==> config.mk <==
export PLATFORM = sky130hd
export DESIGN_NAME = lru_connection_cache_unit
export DESIGN_NICKNAME = d
export VERILOG_FILES = /design/src/hw/rtl/lcc_pkg.sv /design/src/hw/rtl/lcc_entry_mem.sv /design/src/hw/rtl/lcc_seq.sv /design/src/hw/rtl/lru_connection_cache_unit.sv
export VERILOG_INCLUDE_DIRS = /design/src /design/src/hw/rtl
export SDC_FILE = /design/constraint.sdc
export NUM_CORES = 2
export LEC_CHECK = 0
export ABC_CLOCK_PERIOD_IN_PS = 19400
export BUFFER_PORTS_ARGS = -buffer_cell sky130_fd_sc_hd__clkbuf_2
export CAP_MARGIN = 0
export CORE_AREA = 2 2 373 375
export CTS_CLUSTER_SIZE = 20
export DETAILED_ROUTE_END_ITERATION = 8
export DIE_AREA = 0 0 375 377
export HOLD_SLACK_MARGIN = 0.02
export PLACE_DENSITY = 0.69
export SYNTH_ARGS = -nofsm -noshare
export SYNTH_HDL_FRONTEND = slang
export SYNTH_SLANG_ARGS = --single-unit
==> constraint.sdc <==
create_clock -name clk_i -period 19.4 [get_ports clk_i]
set_clock_uncertainty 0.2 [all_clocks]
set_input_delay 0 -clock clk_i [delete_from_list [all_inputs] [get_ports clk_i]]
set_output_delay 0 -clock clk_i [all_outputs]
set_load 0.03 [all_outputs]
==> src/hw/rtl/lru_connection_cache_unit_defines.svh <==
// assertion macros shared by the connection cache rtl
// no dependencies; included by modules that carry concurrent checks
`ifndef LRU_CONNECTION_CACHE_UNIT_DEFINES_SVH
`define LRU_CONNECTION_CACHE_UNIT_DEFINES_SVH
`ifndef SYNTHESIS
`define LCC_ASSERT_IMP(lbl, clk, rstn, ante, cons, msg) \
  lbl: assert property (@(posedge clk) disable iff (!rstn) (ante) |-> (cons)) \
    else $error(msg);
`define LCC_ASSERT_NEXT(lbl, clk, rstn, ante, cons, msg) \
  lbl: assert property (@(posedge clk) disable iff (!rstn) (ante) |=> (cons)) \
    else $error(msg);
`else
`define LCC_ASSERT_IMP(lbl, clk, rstn, ante, cons, msg)
`define LCC_ASSERT_NEXT(lbl, clk, rstn, ante, cons, msg)
`endif
`endif

==> src/hw/rtl/lcc_pkg.sv <==
// shared types and constants of the connection cache
// no dependencies; used by every module of the block
`default_nettype none
package lcc_pkg;

  localparam int unsigned POOL_ENTRIES_DEF = 8;

  // request kinds
  localparam logic [1:0] REQ_LOOKUP = 2'd0;
  localparam logic [1:0] REQ_INVAL  = 2'd1;
  localparam logic [1:0] REQ_CLEAR  = 2'd2;

  // result status codes
  localparam logic [2:0] STAT_HIT      = 3'd0;
  localparam logic [2:0] STAT_FILL     = 3'd1;
  localparam logic [2:0] STAT_EVICT    = 3'd2;
  localparam logic [2:0] STAT_CFAIL    = 3'd3;
  localparam logic [2:0] STAT_INVAL    = 3'd4;
  localparam logic [2:0] STAT_NOTFOUND = 3'd5;
  localparam logic [2:0] STAT_CLEARED  = 3'd6;

  // stream widths
  localparam int unsigned S_TDATA_W = 56;
  localparam int unsigned M_TDATA_W = 184;
  localparam int unsigned M_PAD_W   = 4;

  // max age in seconds = (ms >> 3) / 125, done as a multiply by a reciprocal
  localparam int unsigned   THRESH_W    = 23;
  localparam int unsigned   PROD_W      = 59;
  localparam int unsigned   RECIP_SHIFT = 36;
  localparam logic [29:0]   MS_RECIP    = 30'd549755814;

  typedef struct packed {
    logic [7:0]  addr;
    logic [7:0]  port;
    logic [31:0] tick;
    logic [31:0] opened;
  } entry_t;

  typedef struct packed {
    logic [2:0] status;
    logic [2:0] slot;
    logic [7:0] ev_addr;
    logic [7:0] ev_port;
    logic       expired;
    logic       inc_hit;
    logic       inc_miss;
    logic       inc_evict;
    logic       inc_inval;
    logic       inc_cfail;
  } result_t;

endpackage
`default_nettype wire

==> src/hw/rtl/lcc_entry_mem.sv <==
// entry memory of the connection cache: key, use tick and open time per slot
// depends on lcc_pkg
`default_nettype none
module lcc_entry_mem #(
  parameter int unsigned POOL_ENTRIES = lcc_pkg::POOL_ENTRIES_DEF,
  localparam int unsigned IDX_W = (POOL_ENTRIES > 1) ? $clog2(POOL_ENTRIES) : 1
) (
  input  wire logic             clk_i,
  input  wire logic             rd_en_i,
  input  wire logic [IDX_W-1:0] rd_addr_i,
  output lcc_pkg::entry_t       rd_data_o,
  input  wire logic             wr_en_i,
  input  wire logic [IDX_W-1:0] wr_addr_i,
  input  wire lcc_pkg::entry_t  wr_data_i
);

  lcc_pkg::entry_t mem_q [POOL_ENTRIES];
  lcc_pkg::entry_t rd_data_q;

  always_ff @(posedge clk_i) begin
    if (wr_en_i) begin
      mem_q[wr_addr_i] <= wr_data_i;
    end
    if (rd_en_i) begin
      rd_data_q <= mem_q[rd_addr_i];
    end
  end

  assign rd_data_o = rd_data_q;

endmodule
`default_nettype wire

==> src/hw/rtl/lcc_seq.sv <==
// request sequencer: scans the entry memory, keeps valid bits and use tick,
// builds one result per request of a known kind; depends on lcc_pkg and the defines header
`default_nettype none
`include "lru_connection_cache_unit_defines.svh"
module lcc_seq #(
  parameter int unsigned POOL_ENTRIES = lcc_pkg::POOL_ENTRIES_DEF,
  localparam int unsigned IDX_W = (POOL_ENTRIES > 1) ? $clog2(POOL_ENTRIES) : 1
) (
  input  wire logic                          clk_i,
  input  wire logic                          rst_ni,
  input  wire logic                          in_valid_i,
  output logic                               in_ready_o,
  input  wire logic [1:0]                    in_req_type_i,
  input  wire logic [7:0]                    in_addr_i,
  input  wire logic [7:0]                    in_port_i,
  input  wire logic                          in_ok_i,
  input  wire logic [31:0]                   in_now_i,
  input  wire logic                          age_en_i,
  input  wire logic [lcc_pkg::THRESH_W-1:0]  thresh_i,
  output logic                               res_valid_o,
  input  wire logic                          res_ready_i,
  output lcc_pkg::result_t                   res_o,
  output logic                               mem_rd_en_o,
  output logic [IDX_W-1:0]                   mem_rd_addr_o,
  input  wire lcc_pkg::entry_t               mem_rd_data_i,
  output logic                               mem_wr_en_o,
  output logic [IDX_W-1:0]                   mem_wr_addr_o,
  output lcc_pkg::entry_t                    mem_wr_data_o
);

  localparam int unsigned CNT_W = $clog2(POOL_ENTRIES + 1);

  localparam logic [1:0] ST_IDLE = 2'd0;
  localparam logic [1:0] ST_SCAN = 2'd1;
  localparam logic [1:0] ST_MISS = 2'd2;
  localparam logic [1:0] ST_DONE = 2'd3;

  function automatic logic [2:0] slot3(input logic [IDX_W-1:0] idx);
    logic [IDX_W+2:0] ext;
    ext = {3'b000, idx};
    return ext[2:0];
  endfunction

  logic [1:0]              state_q, state_d;
  logic [31:0]             use_tick_q, use_tick_d;
  logic [POOL_ENTRIES-1:0] valid_q, valid_d;
  logic                    ev_vld_q, ev_vld_d;
  logic [IDX_W-1:0]        ev_idx_q, ev_idx_d;
  logic [CNT_W-1:0]        rd_cnt_q, rd_cnt_d;
  logic [1:0]              req_q, req_d;
  logic [7:0]              addr_q, addr_d;
  logic [7:0]              port_q, port_d;
  logic                    ok_q, ok_d;
  logic [31:0]             now_q, now_d;
  logic                    free_found_q, free_found_d;
  logic [IDX_W-1:0]        free_idx_q, free_idx_d;
  logic                    lru_found_q, lru_found_d;
  logic [IDX_W-1:0]        lru_idx_q, lru_idx_d;
  logic [31:0]             lru_tick_q, lru_tick_d;
  logic [7:0]              lru_addr_q, lru_addr_d;
  logic [7:0]              lru_port_q, lru_port_d;
  logic                    exp_q, exp_d;
  lcc_pkg::result_t        res_q, res_d;

  logic        ent_valid;
  logic        key_match;
  logic [31:0] age;
  logic        aged;

  assign ent_valid = valid_q[ev_idx_q];
  assign key_match = ent_valid && (mem_rd_data_i.addr == addr_q)
                     && (mem_rd_data_i.port == port_q);
  assign age  = now_q - mem_rd_data_i.opened;
  assign aged = age_en_i && (age > {{(32-lcc_pkg::THRESH_W){1'b0}}, thresh_i});

  assign in_ready_o  = (state_q == ST_IDLE);
  assign res_valid_o = (state_q == ST_DONE);
  assign res_o       = res_q;

  always_comb begin
    state_d      = state_q;
    use_tick_d   = use_tick_q;
    valid_d      = valid_q;
    ev_vld_d     = 1'b0;
    ev_idx_d     = ev_idx_q;
    rd_cnt_d     = rd_cnt_q;
    req_d        = req_q;
    addr_d       = addr_q;
    port_d       = port_q;
    ok_d         = ok_q;
    now_d        = now_q;
    free_found_d = free_found_q;
    free_idx_d   = free_idx_q;
    lru_found_d  = lru_found_q;
    lru_idx_d    = lru_idx_q;
    lru_tick_d   = lru_tick_q;
    lru_addr_d   = lru_addr_q;
    lru_port_d   = lru_port_q;
    exp_d        = exp_q;
    res_d        = res_q;

    mem_rd_en_o   = 1'b0;
    mem_rd_addr_o = rd_cnt_q[IDX_W-1:0];
    mem_wr_en_o   = 1'b0;
    mem_wr_addr_o = ev_idx_q;
    mem_wr_data_o = mem_rd_data_i;

    case (state_q)
      ST_IDLE: begin
        if (in_valid_i) begin
          req_d        = in_req_type_i;
          addr_d       = in_addr_i;
          port_d       = in_port_i;
          ok_d         = in_ok_i;
          now_d        = in_now_i;
          rd_cnt_d     = '0;
          free_found_d = 1'b0;
          lru_found_d  = 1'b0;
          exp_d        = 1'b0;
          case (in_req_type_i)
            lcc_pkg::REQ_LOOKUP: begin
              use_tick_d = use_tick_q + 32'd1;
              state_d    = ST_SCAN;
            end
            lcc_pkg::REQ_INVAL: begin
              state_d = ST_SCAN;
            end
            lcc_pkg::REQ_CLEAR: begin
              valid_d      = '0;
              res_d        = '0;
              res_d.status = lcc_pkg::STAT_CLEARED;
              state_d      = ST_DONE;
            end
            default: begin
              // unknown request is dropped without a result
            end
          endcase
        end
      end

      ST_SCAN: begin
        // one read per cycle, the entry is judged when its data returns
        if (rd_cnt_q < CNT_W'(POOL_ENTRIES)) begin
          mem_rd_en_o = 1'b1;
          rd_cnt_d    = rd_cnt_q + 1'b1;
          ev_vld_d    = 1'b1;
          ev_idx_d    = rd_cnt_q[IDX_W-1:0];
        end
        if (ev_vld_q) begin
          if (!ent_valid) begin
            if (!free_found_q) begin
              free_found_d = 1'b1;
              free_idx_d   = ev_idx_q;
            end
          end else if (!lru_found_q || (mem_rd_data_i.tick < lru_tick_q)) begin
            lru_found_d = 1'b1;
            lru_idx_d   = ev_idx_q;
            lru_tick_d  = mem_rd_data_i.tick;
            lru_addr_d  = mem_rd_data_i.addr;
            lru_port_d  = mem_rd_data_i.port;
          end
          if (key_match) begin
            ev_vld_d = 1'b0;
            if (req_q == lcc_pkg::REQ_INVAL) begin
              valid_d[ev_idx_q] = 1'b0;
              res_d             = '0;
              res_d.status      = lcc_pkg::STAT_INVAL;
              res_d.slot        = slot3(ev_idx_q);
              res_d.inc_inval   = 1'b1;
              state_d           = ST_DONE;
            end else if (aged) begin
              valid_d[ev_idx_q] = 1'b0;
              exp_d             = 1'b1;
              if (!free_found_q) begin
                free_found_d = 1'b1;
                free_idx_d   = ev_idx_q;
              end
              state_d = ST_MISS;
            end else begin
              mem_wr_en_o        = 1'b1;
              mem_wr_data_o.tick = use_tick_q;
              res_d              = '0;
              res_d.status       = lcc_pkg::STAT_HIT;
              res_d.slot         = slot3(ev_idx_q);
              res_d.inc_hit      = 1'b1;
              state_d            = ST_DONE;
            end
          end else if (ev_idx_q == IDX_W'(POOL_ENTRIES - 1)) begin
            ev_vld_d = 1'b0;
            if (req_q == lcc_pkg::REQ_INVAL) begin
              res_d        = '0;
              res_d.status = lcc_pkg::STAT_NOTFOUND;
              state_d      = ST_DONE;
            end else begin
              state_d = ST_MISS;
            end
          end
        end
      end

      ST_MISS: begin
        res_d           = '0;
        res_d.expired   = exp_q;
        res_d.inc_inval = exp_q;
        state_d         = ST_DONE;
        if (!ok_q) begin
          res_d.status    = lcc_pkg::STAT_CFAIL;
          res_d.inc_cfail = 1'b1;
        end else begin
          mem_wr_en_o          = 1'b1;
          mem_wr_data_o.addr   = addr_q;
          mem_wr_data_o.port   = port_q;
          mem_wr_data_o.tick   = use_tick_q;
          mem_wr_data_o.opened = now_q;
          res_d.inc_miss       = 1'b1;
          if (free_found_q) begin
            mem_wr_addr_o       = free_idx_q;
            valid_d[free_idx_q] = 1'b1;
            res_d.status        = lcc_pkg::STAT_FILL;
            res_d.slot          = slot3(free_idx_q);
          end else begin
            mem_wr_addr_o      = lru_idx_q;
            valid_d[lru_idx_q] = 1'b1;
            res_d.status       = lcc_pkg::STAT_EVICT;
            res_d.slot         = slot3(lru_idx_q);
            res_d.ev_addr      = lru_addr_q;
            res_d.ev_port      = lru_port_q;
            res_d.inc_evict    = 1'b1;
          end
        end
      end

      ST_DONE: begin
        if (res_ready_i) begin
          state_d = ST_IDLE;
        end
      end

      default: begin
        state_d = ST_IDLE;
      end
    endcase
  end

  always_ff @(posedge clk_i or negedge rst_ni) begin
    if (!rst_ni) begin
      state_q    <= ST_IDLE;
      use_tick_q <= '0;
      valid_q    <= '0;
      ev_vld_q   <= 1'b0;
    end else begin
      state_q    <= state_d;
      use_tick_q <= use_tick_d;
      valid_q    <= valid_d;
      ev_vld_q   <= ev_vld_d;
    end
  end

  always_ff @(posedge clk_i) begin
    ev_idx_q     <= ev_idx_d;
    rd_cnt_q     <= rd_cnt_d;
    req_q        <= req_d;
    addr_q       <= addr_d;
    port_q       <= port_d;
    ok_q         <= ok_d;
    now_q        <= now_d;
    free_found_q <= free_found_d;
    free_idx_q   <= free_idx_d;
    lru_found_q  <= lru_found_d;
    lru_idx_q    <= lru_idx_d;
    lru_tick_q   <= lru_tick_d;
    lru_addr_q   <= lru_addr_d;
    lru_port_q   <= lru_port_d;
    exp_q        <= exp_d;
    res_q        <= res_d;
  end

  `LCC_ASSERT_IMP(a_wr_state, clk_i, rst_ni, mem_wr_en_o,
    (state_q == ST_SCAN) || (state_q == ST_MISS), "entry write outside scan or miss")
  `LCC_ASSERT_NEXT(a_fill_valid, clk_i, rst_ni, mem_wr_en_o && (state_q == ST_MISS),
    valid_q[$past(mem_wr_addr_o)], "filled slot not marked valid")
  `LCC_ASSERT_NEXT(a_tick_step, clk_i, rst_ni,
    in_valid_i && in_ready_o && (in_req_type_i == lcc_pkg::REQ_LOOKUP),
    use_tick_q == ($past(use_tick_q) + 32'd1), "use tick did not advance on lookup")

endmodule
`default_nettype wire

==> src/hw/rtl/lru_connection_cache_unit.sv <==
// Connection cache top level: fully associative table of up to POOL_ENTRIES
// connections keyed by destination address and port, with least recently used
// replacement and optional age expiry. Each accepted request gives exactly one
// result transfer (an unknown request kind gives none). The entries live in a
// single-port-read memory that is scanned one slot per cycle; a matching entry
// ends the scan early at its slot, and a clear needs no scan at all. A new
// request is taken while the previous result still waits in the output
// register. Valid bits sit in flip-flops, so there is no clearing pass after
// reset. The max age register is turned into whole seconds by a multiply
// whose result is registered in thresh_q, behind the max age register.
// Depends on lcc_pkg, lcc_seq, lcc_entry_mem and the defines header.
`default_nettype none
`include "lru_connection_cache_unit_defines.svh"
module lru_connection_cache_unit #(
  parameter int unsigned POOL_ENTRIES = lcc_pkg::POOL_ENTRIES_DEF
) (
  input  wire logic                            clk_i,
  input  wire logic                            rst_ni,
  // configuration: max age in milliseconds, zero turns ageing off
  input  wire logic                            cfg_we_i,
  input  wire logic [31:0]                     cfg_wdata_i,
  // request stream
  input  wire logic                            s_axis_tvalid,
  output logic                                 s_axis_tready,
  // key_addr[7:0], key_port[15:8], connect_ok[16], now_seconds[48:17], zero pad
  input  wire logic [lcc_pkg::S_TDATA_W-1:0]   s_axis_tdata,
  // req_type[1:0]
  input  wire logic [1:0]                      s_axis_tuser,
  // result stream
  output logic                                 m_axis_tvalid,
  input  wire logic                            m_axis_tready,
  // slot[2:0], evicted_addr[10:3], evicted_port[18:11], expired[19],
  // hit_count[51:20], miss_count[83:52], eviction_count[115:84],
  // invalidation_count[147:116], connect_fail_count[179:148], zero pad
  output logic [lcc_pkg::M_TDATA_W-1:0]        m_axis_tdata,
  // status[2:0]
  output logic [2:0]                           m_axis_tuser
);

  localparam int unsigned IDX_W = (POOL_ENTRIES > 1) ? $clog2(POOL_ENTRIES) : 1;

  // config and age threshold
  logic [31:0]                   max_age_q;
  logic [lcc_pkg::THRESH_W-1:0]  thresh_q;
  logic [lcc_pkg::PROD_W-1:0]    age_prod;
  logic                          age_en;

  // ms / 1000 == (ms >> 3) / 125, the latter by reciprocal multiply
  assign age_prod = lcc_pkg::PROD_W'(max_age_q[31:3]) * lcc_pkg::PROD_W'(lcc_pkg::MS_RECIP);
  assign age_en   = (max_age_q != 32'd0);

  // sequencer to output register
  logic             res_valid;
  logic             res_ready;
  lcc_pkg::result_t res;
  logic             capture;

  // entry memory ports
  logic             mem_rd_en;
  logic [IDX_W-1:0] mem_rd_addr;
  lcc_pkg::entry_t  mem_rd_data;
  logic             mem_wr_en;
  logic [IDX_W-1:0] mem_wr_addr;
  lcc_pkg::entry_t  mem_wr_data;

  // statistics counters
  logic [31:0] hit_cnt_q,   hit_cnt_d;
  logic [31:0] miss_cnt_q,  miss_cnt_d;
  logic [31:0] evict_cnt_q, evict_cnt_d;
  logic [31:0] inval_cnt_q, inval_cnt_d;
  logic [31:0] cfail_cnt_q, cfail_cnt_d;

  // output register
  logic                          out_valid_q;
  logic [lcc_pkg::M_TDATA_W-1:0] out_data_q;
  logic [2:0]                    out_user_q;

  lcc_seq #(
    .POOL_ENTRIES (POOL_ENTRIES)
  ) u_seq (
    .clk_i         (clk_i),
    .rst_ni        (rst_ni),
    .in_valid_i    (s_axis_tvalid),
    .in_ready_o    (s_axis_tready),
    .in_req_type_i (s_axis_tuser),
    .in_addr_i     (s_axis_tdata[7:0]),
    .in_port_i     (s_axis_tdata[15:8]),
    .in_ok_i       (s_axis_tdata[16]),
    .in_now_i      (s_axis_tdata[48:17]),
    .age_en_i      (age_en),
    .thresh_i      (thresh_q),
    .res_valid_o   (res_valid),
    .res_ready_i   (res_ready),
    .res_o         (res),
    .mem_rd_en_o   (mem_rd_en),
    .mem_rd_addr_o (mem_rd_addr),
    .mem_rd_data_i (mem_rd_data),
    .mem_wr_en_o   (mem_wr_en),
    .mem_wr_addr_o (mem_wr_addr),
    .mem_wr_data_o (mem_wr_data)
  );

  lcc_entry_mem #(
    .POOL_ENTRIES (POOL_ENTRIES)
  ) u_mem (
    .clk_i     (clk_i),
    .rd_en_i   (mem_rd_en),
    .rd_addr_i (mem_rd_addr),
    .rd_data_o (mem_rd_data),
    .wr_en_i   (mem_wr_en),
    .wr_addr_i (mem_wr_addr),
    .wr_data_i (mem_wr_data)
  );

  // output slot frees as soon as the current transfer is taken
  assign res_ready = !out_valid_q || m_axis_tready;
  assign capture   = res_valid && res_ready;

  // counter values after this result, also what goes out with it
  always_comb begin
    hit_cnt_d   = hit_cnt_q   + {31'd0, res.inc_hit};
    miss_cnt_d  = miss_cnt_q  + {31'd0, res.inc_miss};
    evict_cnt_d = evict_cnt_q + {31'd0, res.inc_evict};
    inval_cnt_d = inval_cnt_q + {31'd0, res.inc_inval};
    cfail_cnt_d = cfail_cnt_q + {31'd0, res.inc_cfail};
  end

  always_ff @(posedge clk_i or negedge rst_ni) begin
    if (!rst_ni) begin
      max_age_q   <= '0;
      thresh_q    <= '0;
      out_valid_q <= 1'b0;
      hit_cnt_q   <= '0;
      miss_cnt_q  <= '0;
      evict_cnt_q <= '0;
      inval_cnt_q <= '0;
      cfail_cnt_q <= '0;
    end else begin
      if (cfg_we_i) begin
        max_age_q <= cfg_wdata_i;
      end
      thresh_q <= age_prod[lcc_pkg::RECIP_SHIFT +: lcc_pkg::THRESH_W];
      if (capture) begin
        out_valid_q <= 1'b1;
        hit_cnt_q   <= hit_cnt_d;
        miss_cnt_q  <= miss_cnt_d;
        evict_cnt_q <= evict_cnt_d;
        inval_cnt_q <= inval_cnt_d;
        cfail_cnt_q <= cfail_cnt_d;
      end else if (m_axis_tready) begin
        out_valid_q <= 1'b0;
      end
    end
  end

  // result payload, no reset needed
  always_ff @(posedge clk_i) begin
    if (capture) begin
      out_user_q <= res.status;
      out_data_q <= {{lcc_pkg::M_PAD_W{1'b0}}, cfail_cnt_d, inval_cnt_d, evict_cnt_d,
                     miss_cnt_d, hit_cnt_d, res.expired, res.ev_port, res.ev_addr,
                     res.slot};
    end
  end

  assign m_axis_tvalid = out_valid_q;
  assign m_axis_tdata  = out_data_q;
  assign m_axis_tuser  = out_user_q;

  `LCC_ASSERT_NEXT(a_res_hold, clk_i, rst_ni, res_valid && !res_ready,
    res_valid && $stable(res), "pending result dropped or changed")
  `LCC_ASSERT_NEXT(a_clear_keeps_cnt, clk_i, rst_ni,
    capture && (res.status == lcc_pkg::STAT_CLEARED),
    (hit_cnt_q == $past(hit_cnt_q)) && (miss_cnt_q == $past(miss_cnt_q))
    && (inval_cnt_q == $past(inval_cnt_q)), "clear changed statistics")
  `LCC_ASSERT_NEXT(a_hit_count, clk_i, rst_ni,
    capture && (res.status == lcc_pkg::STAT_HIT),
    hit_cnt_q == ($past(hit_cnt_q) + 32'd1), "hit counter did not advance")

endmodule
`default_nettype wire
# Word-level counts from Yosys, hierarchy flattened
# Memories as Yosys holds them, arrays and structs flattened. A register that Yosys moved wholly into a read port is not among the register bits.
# Cells that the tools add are included.
# totals
output_inout_bits	189
ramBits	640
input_bits	95
elab_cells	213
memories	1
reg_bits	585
# op_classes
n_bitwise	4
mux	96
n_mul	1
n_reduce_logical	30
n_lt_le_gt_ge	9
addsub	8
n_eq_ne	25
# mem_list
memory	depth	width	read_ports	rd_ports_with_merged_regs	write_ports	line_no	source
u_mem.mem_q	8	80	1	1	1	lcc_entry_mem.sv:17	lcc_pkg::entry_t mem_q [POOL_ENTRIES];
# op_table
op	count
$mux W28	8
$add A32 B1 Y32	5
$mux W32	5
$pmux W28 S3	1
$mux W80	1
$mux W8	8
$pmux W32 S2	1
$mul A29 B29 Y58 const B	1
$mux W1	37
$add A32 B1 Y32 const B	1
$gt A32 B23 Y1	1
$lt A32 B32 Y1	1
$mux W16	2
$reduce_bool A32 Y1	1
$sub A32 B32 Y32	1
$mux W3	10
$pmux W8 S3	1
$mux W19	1
$ne A2 B1 Y1 const B	9
$eq A8 B8 Y1	2
$or A8 B8 Y8	2
$mux W2	7
$reduce_and A7 Y1	2
$lt A3 B4 Y1 const B	3
32 further kinds	62

# Logic depth before layout (Yosys ltp)
# depth
ltp_word	11
mapped_depth	26

# By module
# From an unflattened synthesis, not the netlist that was laid out.
# hier_totals
cells_unflattened	4839
area_unflattened_um2	68288.0
# by_module_without_submodules
mod	n_inst	cells_per_inst	area_each_um2
lru_connection_cache_unit	1	2724	30101.4
lcc_entry_mem	1	1018	26455.4
lcc_seq	1	1097	11731.3

# Least setup slack after synthesis
# Ideal clock, no wire load.
# synth_timing
kind	flip-flop to flip-flop
from	register u_seq.now_q[1]
to	memory u_mem.mem_q[0][0] in the netlist's numbering (enable)
setup_time_ps	519
setup_slack_ps	10651
path_buffers	0
arrival_time_ps	8030
path_stages_with_launch	20
cell_sequence	edfxtp_1 -> ha_1 -> nor2b_1 -> o2111a_1 -> or3_1 -> a31oi_1 -> o21ai_0 -> a41oi_1 -> xnor2_1 -> ha_1 -> nand4_1 -> or3b_1 -> or4_4 -> o31ai_2 -> o21a_1 -> o2111ai_1 -> nor4_4 -> a31oi_4 -> o21ba_2 -> nor2_1
# synth_between
elab_chain_len	10
# synth_rtl
element	line_no	source
start: declaration	lcc_seq.sv:54	logic [31:0] now_q, now_d;
start signal: assignment	lcc_seq.sv:266	now_q <= now_d;
$sub A32 B32 Y32	lcc_seq.sv:73	assign age = now_q - mem_rd_data_i.opened;
$gt A32 B23 Y1	lcc_seq.sv:74	assign aged = age_en_i && (age > {{(32-lcc_pkg::THRESH_W){1'b0}}, thresh_i});
$logic_and A1 B1 Y1	lcc_seq.sv:74	
$mux W1	lcc_seq.sv:171	end else if (aged) begin
$mux W1	lcc_seq.sv:164	if (req_q == lcc_pkg::REQ_INVAL) begin
$mux W1	lcc_seq.sv:162	if (key_match) begin
$mux W1	lcc_seq.sv:149	if (ev_vld_q) begin
$pmux W1 S2	lcc_seq.sv:108	case (state_q)
$mux W1	lcc_entry_mem.sv:21	if (wr_en_i) begin
$mux W1 (not written as such)	lcc_entry_mem.sv:22	mem_q[wr_addr_i] <= wr_data_i;
end: declaration	lcc_entry_mem.sv:17	
# Every way passes these cells.

# Final worst setup path
# layout_timing
from	register max_age_q[17]
to	register thresh_q[15] in the netlist's numbering
# layout_between
elab_chain_len	1
# layout_rtl
element	line_no	source
start: declaration	lru_connection_cache_unit.sv:43	logic [31:0] max_age_q;
start signal: assignment	lru_connection_cache_unit.sv:140	max_age_q <= cfg_wdata_i;
$mul A29 B29 Y58	lru_connection_cache_unit.sv:49	assign age_prod = lcc_pkg::PROD_W'(max_age_q[31:3]) * lcc_pkg::PROD_W'(lcc_pkg::MS_RECIP);
via age_prod, one bit	lru_connection_cache_unit.sv:45	logic [lcc_pkg::PROD_W-1:0] age_prod;
end signal: assignment	lru_connection_cache_unit.sv:142	thresh_q <= age_prod[lcc_pkg::RECIP_SHIFT +: lcc_pkg::THRESH_W];
end: declaration	lru_connection_cache_unit.sv:44	logic [lcc_pkg::THRESH_W-1:0] thresh_q;
# The timed path passes the listed nets, and every way through them passes these cells.
# A chain may end at the register's enable or synchronous reset.

==> results.toml <==
[critical_path]
critPathLaunch = "max_age_q[17]$_DFFE_PN0P_"
r2r_end = "thresh_q[15]$_DFF_PN0_"
start_kind = "flop"
regToRegSetupSlack_ns = 10.48
end_kind = "flop"
crit_type = "reg2reg"
worst-path-max-fanout = 10
ff2ff_path_depth = 24
crit_required_ns = 19.89
arrival_ns = 9.40
timing.rr.start = "max_age_q[17]$_DFFE_PN0P_"

[yosys]
syn_inst = 5021
ys_seq_area_share_pct = 55.4
yosys.area.top_type = "edfxtp_1"
syn_area_per_cell_um2 = 13.6
syn_area_mm2 = 0.0684
yosysWarningCount = 0
synth_top_area_share_pct = 46.0
synth.top_cells.by_area = "edfxtp_1 (46%), dfrtp_1 (9.5%), ha_1 (8.8%)"
synth_top_flop_cell = "edfxtp_1"
netlist-cell-type-count = 76
ys_ff_latch = 1305
async_reset_ff_share_pct = 19.8
synth_edf_count = 1046

[sta]
final-setup-viol-count = 0
max_freq_mhz = 112
max_slew.worst_pin.slew_ns = 1.24
fin_crit_sh_pct = 46.0
slew_headroom_pct = 17.3
drv_slew = 0
fin_crit_ns = 8.92
rsz0062_at_grt = "no"
final_hold_viol_count = 0
finalSetupTns_ns = 0

[die]
fp.dieArea_mm2 = 0.141
fp-row-count = 136
die_height_um = 377
start_util_pct = 49.9
die_w_um = 375
io-pin-count = 284
core_area_mm2 = 0.137

[global_routing]
grt_util_met2_pct = 38.2
grt_max_degree = 184
use_met3_pct = 3.77
grt_pass1_vias = 43000
grt.busiest_layer = "met2"
grt_pass1_wl_um = 248000
grt.overflow.total = 0
antenna_found_initial = 7
groute.usage.overall_pct = 22.8
grtUsageMet1_pct = 30.2

[clock_network]
numCtsBuffers = 138
cts_tree = "done"
insertion_delay_ns = 0.79
clk_pin_slew_ns = 0.06
post_cts_resized = 0
cts_num_sinks = 1305
clockRootBuffer = "clkbuf_16"
clockBufferDepth = 3
htree_levels = 4

[placed_design]
io_buffers = 272
hpwl_um = 100000
gp_congestion = 0.885
place_inst = 6979

[final_layout]
nNetsFinal = 6398
syn_to_final_growth_pct = 15.2
multiInputGateArea_mm2 = 0.0276
seqCellArea_mm2 = 0.0379
stdcell_count = 7469
layout-drive-gt1-share_pct = 14.3
fillers = 10600

[routing]
routed_wl_um = 158000
wl_per_cell_um = 21.1
drt_iter0_markers = 3439
firstDrtPassIters = 6
vias_per_cell = 5.53
ant_nets = 0
drc = 0
vias = 41300

[min_path]
hp-start = "m_axis_tready"
hp-class = "in2reg"
holdPathEnd = "m_axis_tvalid$_DFFE_PN0P_"
hold_depth = 4

[job]
maxCapViolCount = 0

[outcome]
status = "completed"
cell families (layout without fill, tap and decap cells):
logic type | Yosys count | count (layout) | share of synthesized area, %
buffers and inverters | 786 | 1433 | 4.38
DFF | 1305 | 1305 | 55.4
other | 1 | 8 | 0.00549
AOI/OAI and AO/OA | 527 | 527 | 4.97
xor gates and xnor gates | 392 | 392 | 5.02
muxes | 251 | 251 | 6.76
and+or+nand+nor | 1014 | 1014 | 6.87
adders and majority gates | 745 | 745 | 16.6
cells in the final DEF (no fill, tap or decap), drive strengths merged, types with 13 or more instances in the layout:
cell type	count
edfxtp	1046
inv	640
ha	479
clkbuf	459
nand2	442
fa	266
dfrtp	259
dlygate4sd3	232
xnor2	209
xor2	183
mux4	160
nor2	155
o21ai	152
a21oi	128
nand3	106
mux2	86
nor3	78
a21o	67
nand4	59
and3	56
buf	48
clkinv	40
a31o	35
and2	33
a211oi	18
o211ai	15
a31oi	15
nand2b	14
a221oi	13
nor4	13
layout make-up:
class | count | share of cell area [%]
sequential | 1305 | 48.1
multi-input combinational | 2933 | 35.1
timing repair buffer | 551 | 5.20
clock buffer | 188 | 4.77
inverter | 629 | 3.01
tap | 1794 | 2.85
clock inverter | 65 | 0.949
antenna | 4 | 0.0127
sequential cells by signal, indices dropped and copies added (netlist names), 23 cells and up:
signal	count
m_axis_tdata	180
u_seq.use_tick_q	32
evict_cnt_q	32
thresh_q	23
hit_cnt_q	32
u_seq.now_q	32
u_mem.rd_data_o	80
u_seq.lru_tick_q	32
miss_cnt_q	32
cfail_cnt_q	32
max_age_q	32
u_mem.mem_q	640
inval_cnt_q	32
u_seq.res_o	28
worst max path at each step:
stage,end,cells past startpoint
CTS,thresh_q[15]$_DFF_PN0_,24
floorplan,u_mem.mem_q[0][0]$_DFFE_PP_,19
detailed placement,thresh_q[17]$_DFF_PN0_,24
global placement,thresh_q[17]$_DFF_PN0_,24
finish,thresh_q[15]$_DFF_PN0_,24
global route,thresh_q[17]$_DFF_PN0_,24
per-layer routing:
layer  vias to the layer above  part of all wire (%)
met5                         -                 0.015
met4                         4                   3.1
met2                      1369                    49
li1                      18900                     -
met1                     20700                    42
met3                       302                   6.2
cell usage after synthesis (6+ instances only):
cell      number
o21a_1        11
mux4_2       160
edfxtp_1    1046
nand2_1      442
a211oi_1      18
nor2b_1       12
and4_1        10
buf_1         18
a21oi_1      128
or2_2         11
o31ai_1       11
nand4_1       59
o21ai_0      152
a31oi_1       14
dfrtp_1      259
inv_1        629
nand2b_1      14
o211ai_1      15
or3_1         10
mux2_2        86
o21bai_1       6
fa_1         266
ha_1         479
nor2_1       155
a31o_2        11
clkbuf_1     130
and3_1        56
and2_1        33
nor3_1        78
xnor2_1      209
o22ai_1        7
a221oi_1      13
nor4_1        12
a21o_1        67
nand3_1      106
a31o_1        24
xor2_1       183
worst max-delay path: stages (launching register included):
cell	delay, ns
dfrtp_1	0.79
inv_1	0.36
ha_1	0.44
fa_1	0.42
fa_1	0.56
inv_1	0.06
fa_1	0.50
inv_1	0.05
fa_1	0.52
fa_1	0.46
fa_1	0.55
inv_1	0.05
fa_1	0.55
inv_1	0.05
ha_1	0.34
a21o_1	0.17
a21o_1	0.17
a21oi_1	0.16
o21ai_0	0.16
a211oi_1	0.57
a31oi_1	0.30
a221oi_1	0.63
o211ai_1	0.33
a31oi_1	0.29
xnor2_1	0.15
stage by stage:
step           worst slack, ns  cell area, um2  hold slack [ns]  utilization [%]
5_1_grt                  10.16           78700            0.126             57.5
3_3_place_gp             10.65           71900           -0.104             52.5
3_5_place_dp             10.67           71900           -0.104             52.5
6_report                 10.48           78700            0.135             57.5
4_1_cts                  10.63           78700           0.0457             57.5
2_1_floorplan            10.65           68400           -0.496                -
repair_timing:
| item | in CTS | in global routing |
|---|---|---|
| setup buffers | 0 | 0 |
| endpoints found under the hold margin | 401 | 0 |
| setup endpoints to repair | 0 | 0 |
| hold buffers | 233 | 0 |
Power is not shown: default switching activity piles up to over one toggle a cycle in this logic, so the estimate is an artifact.
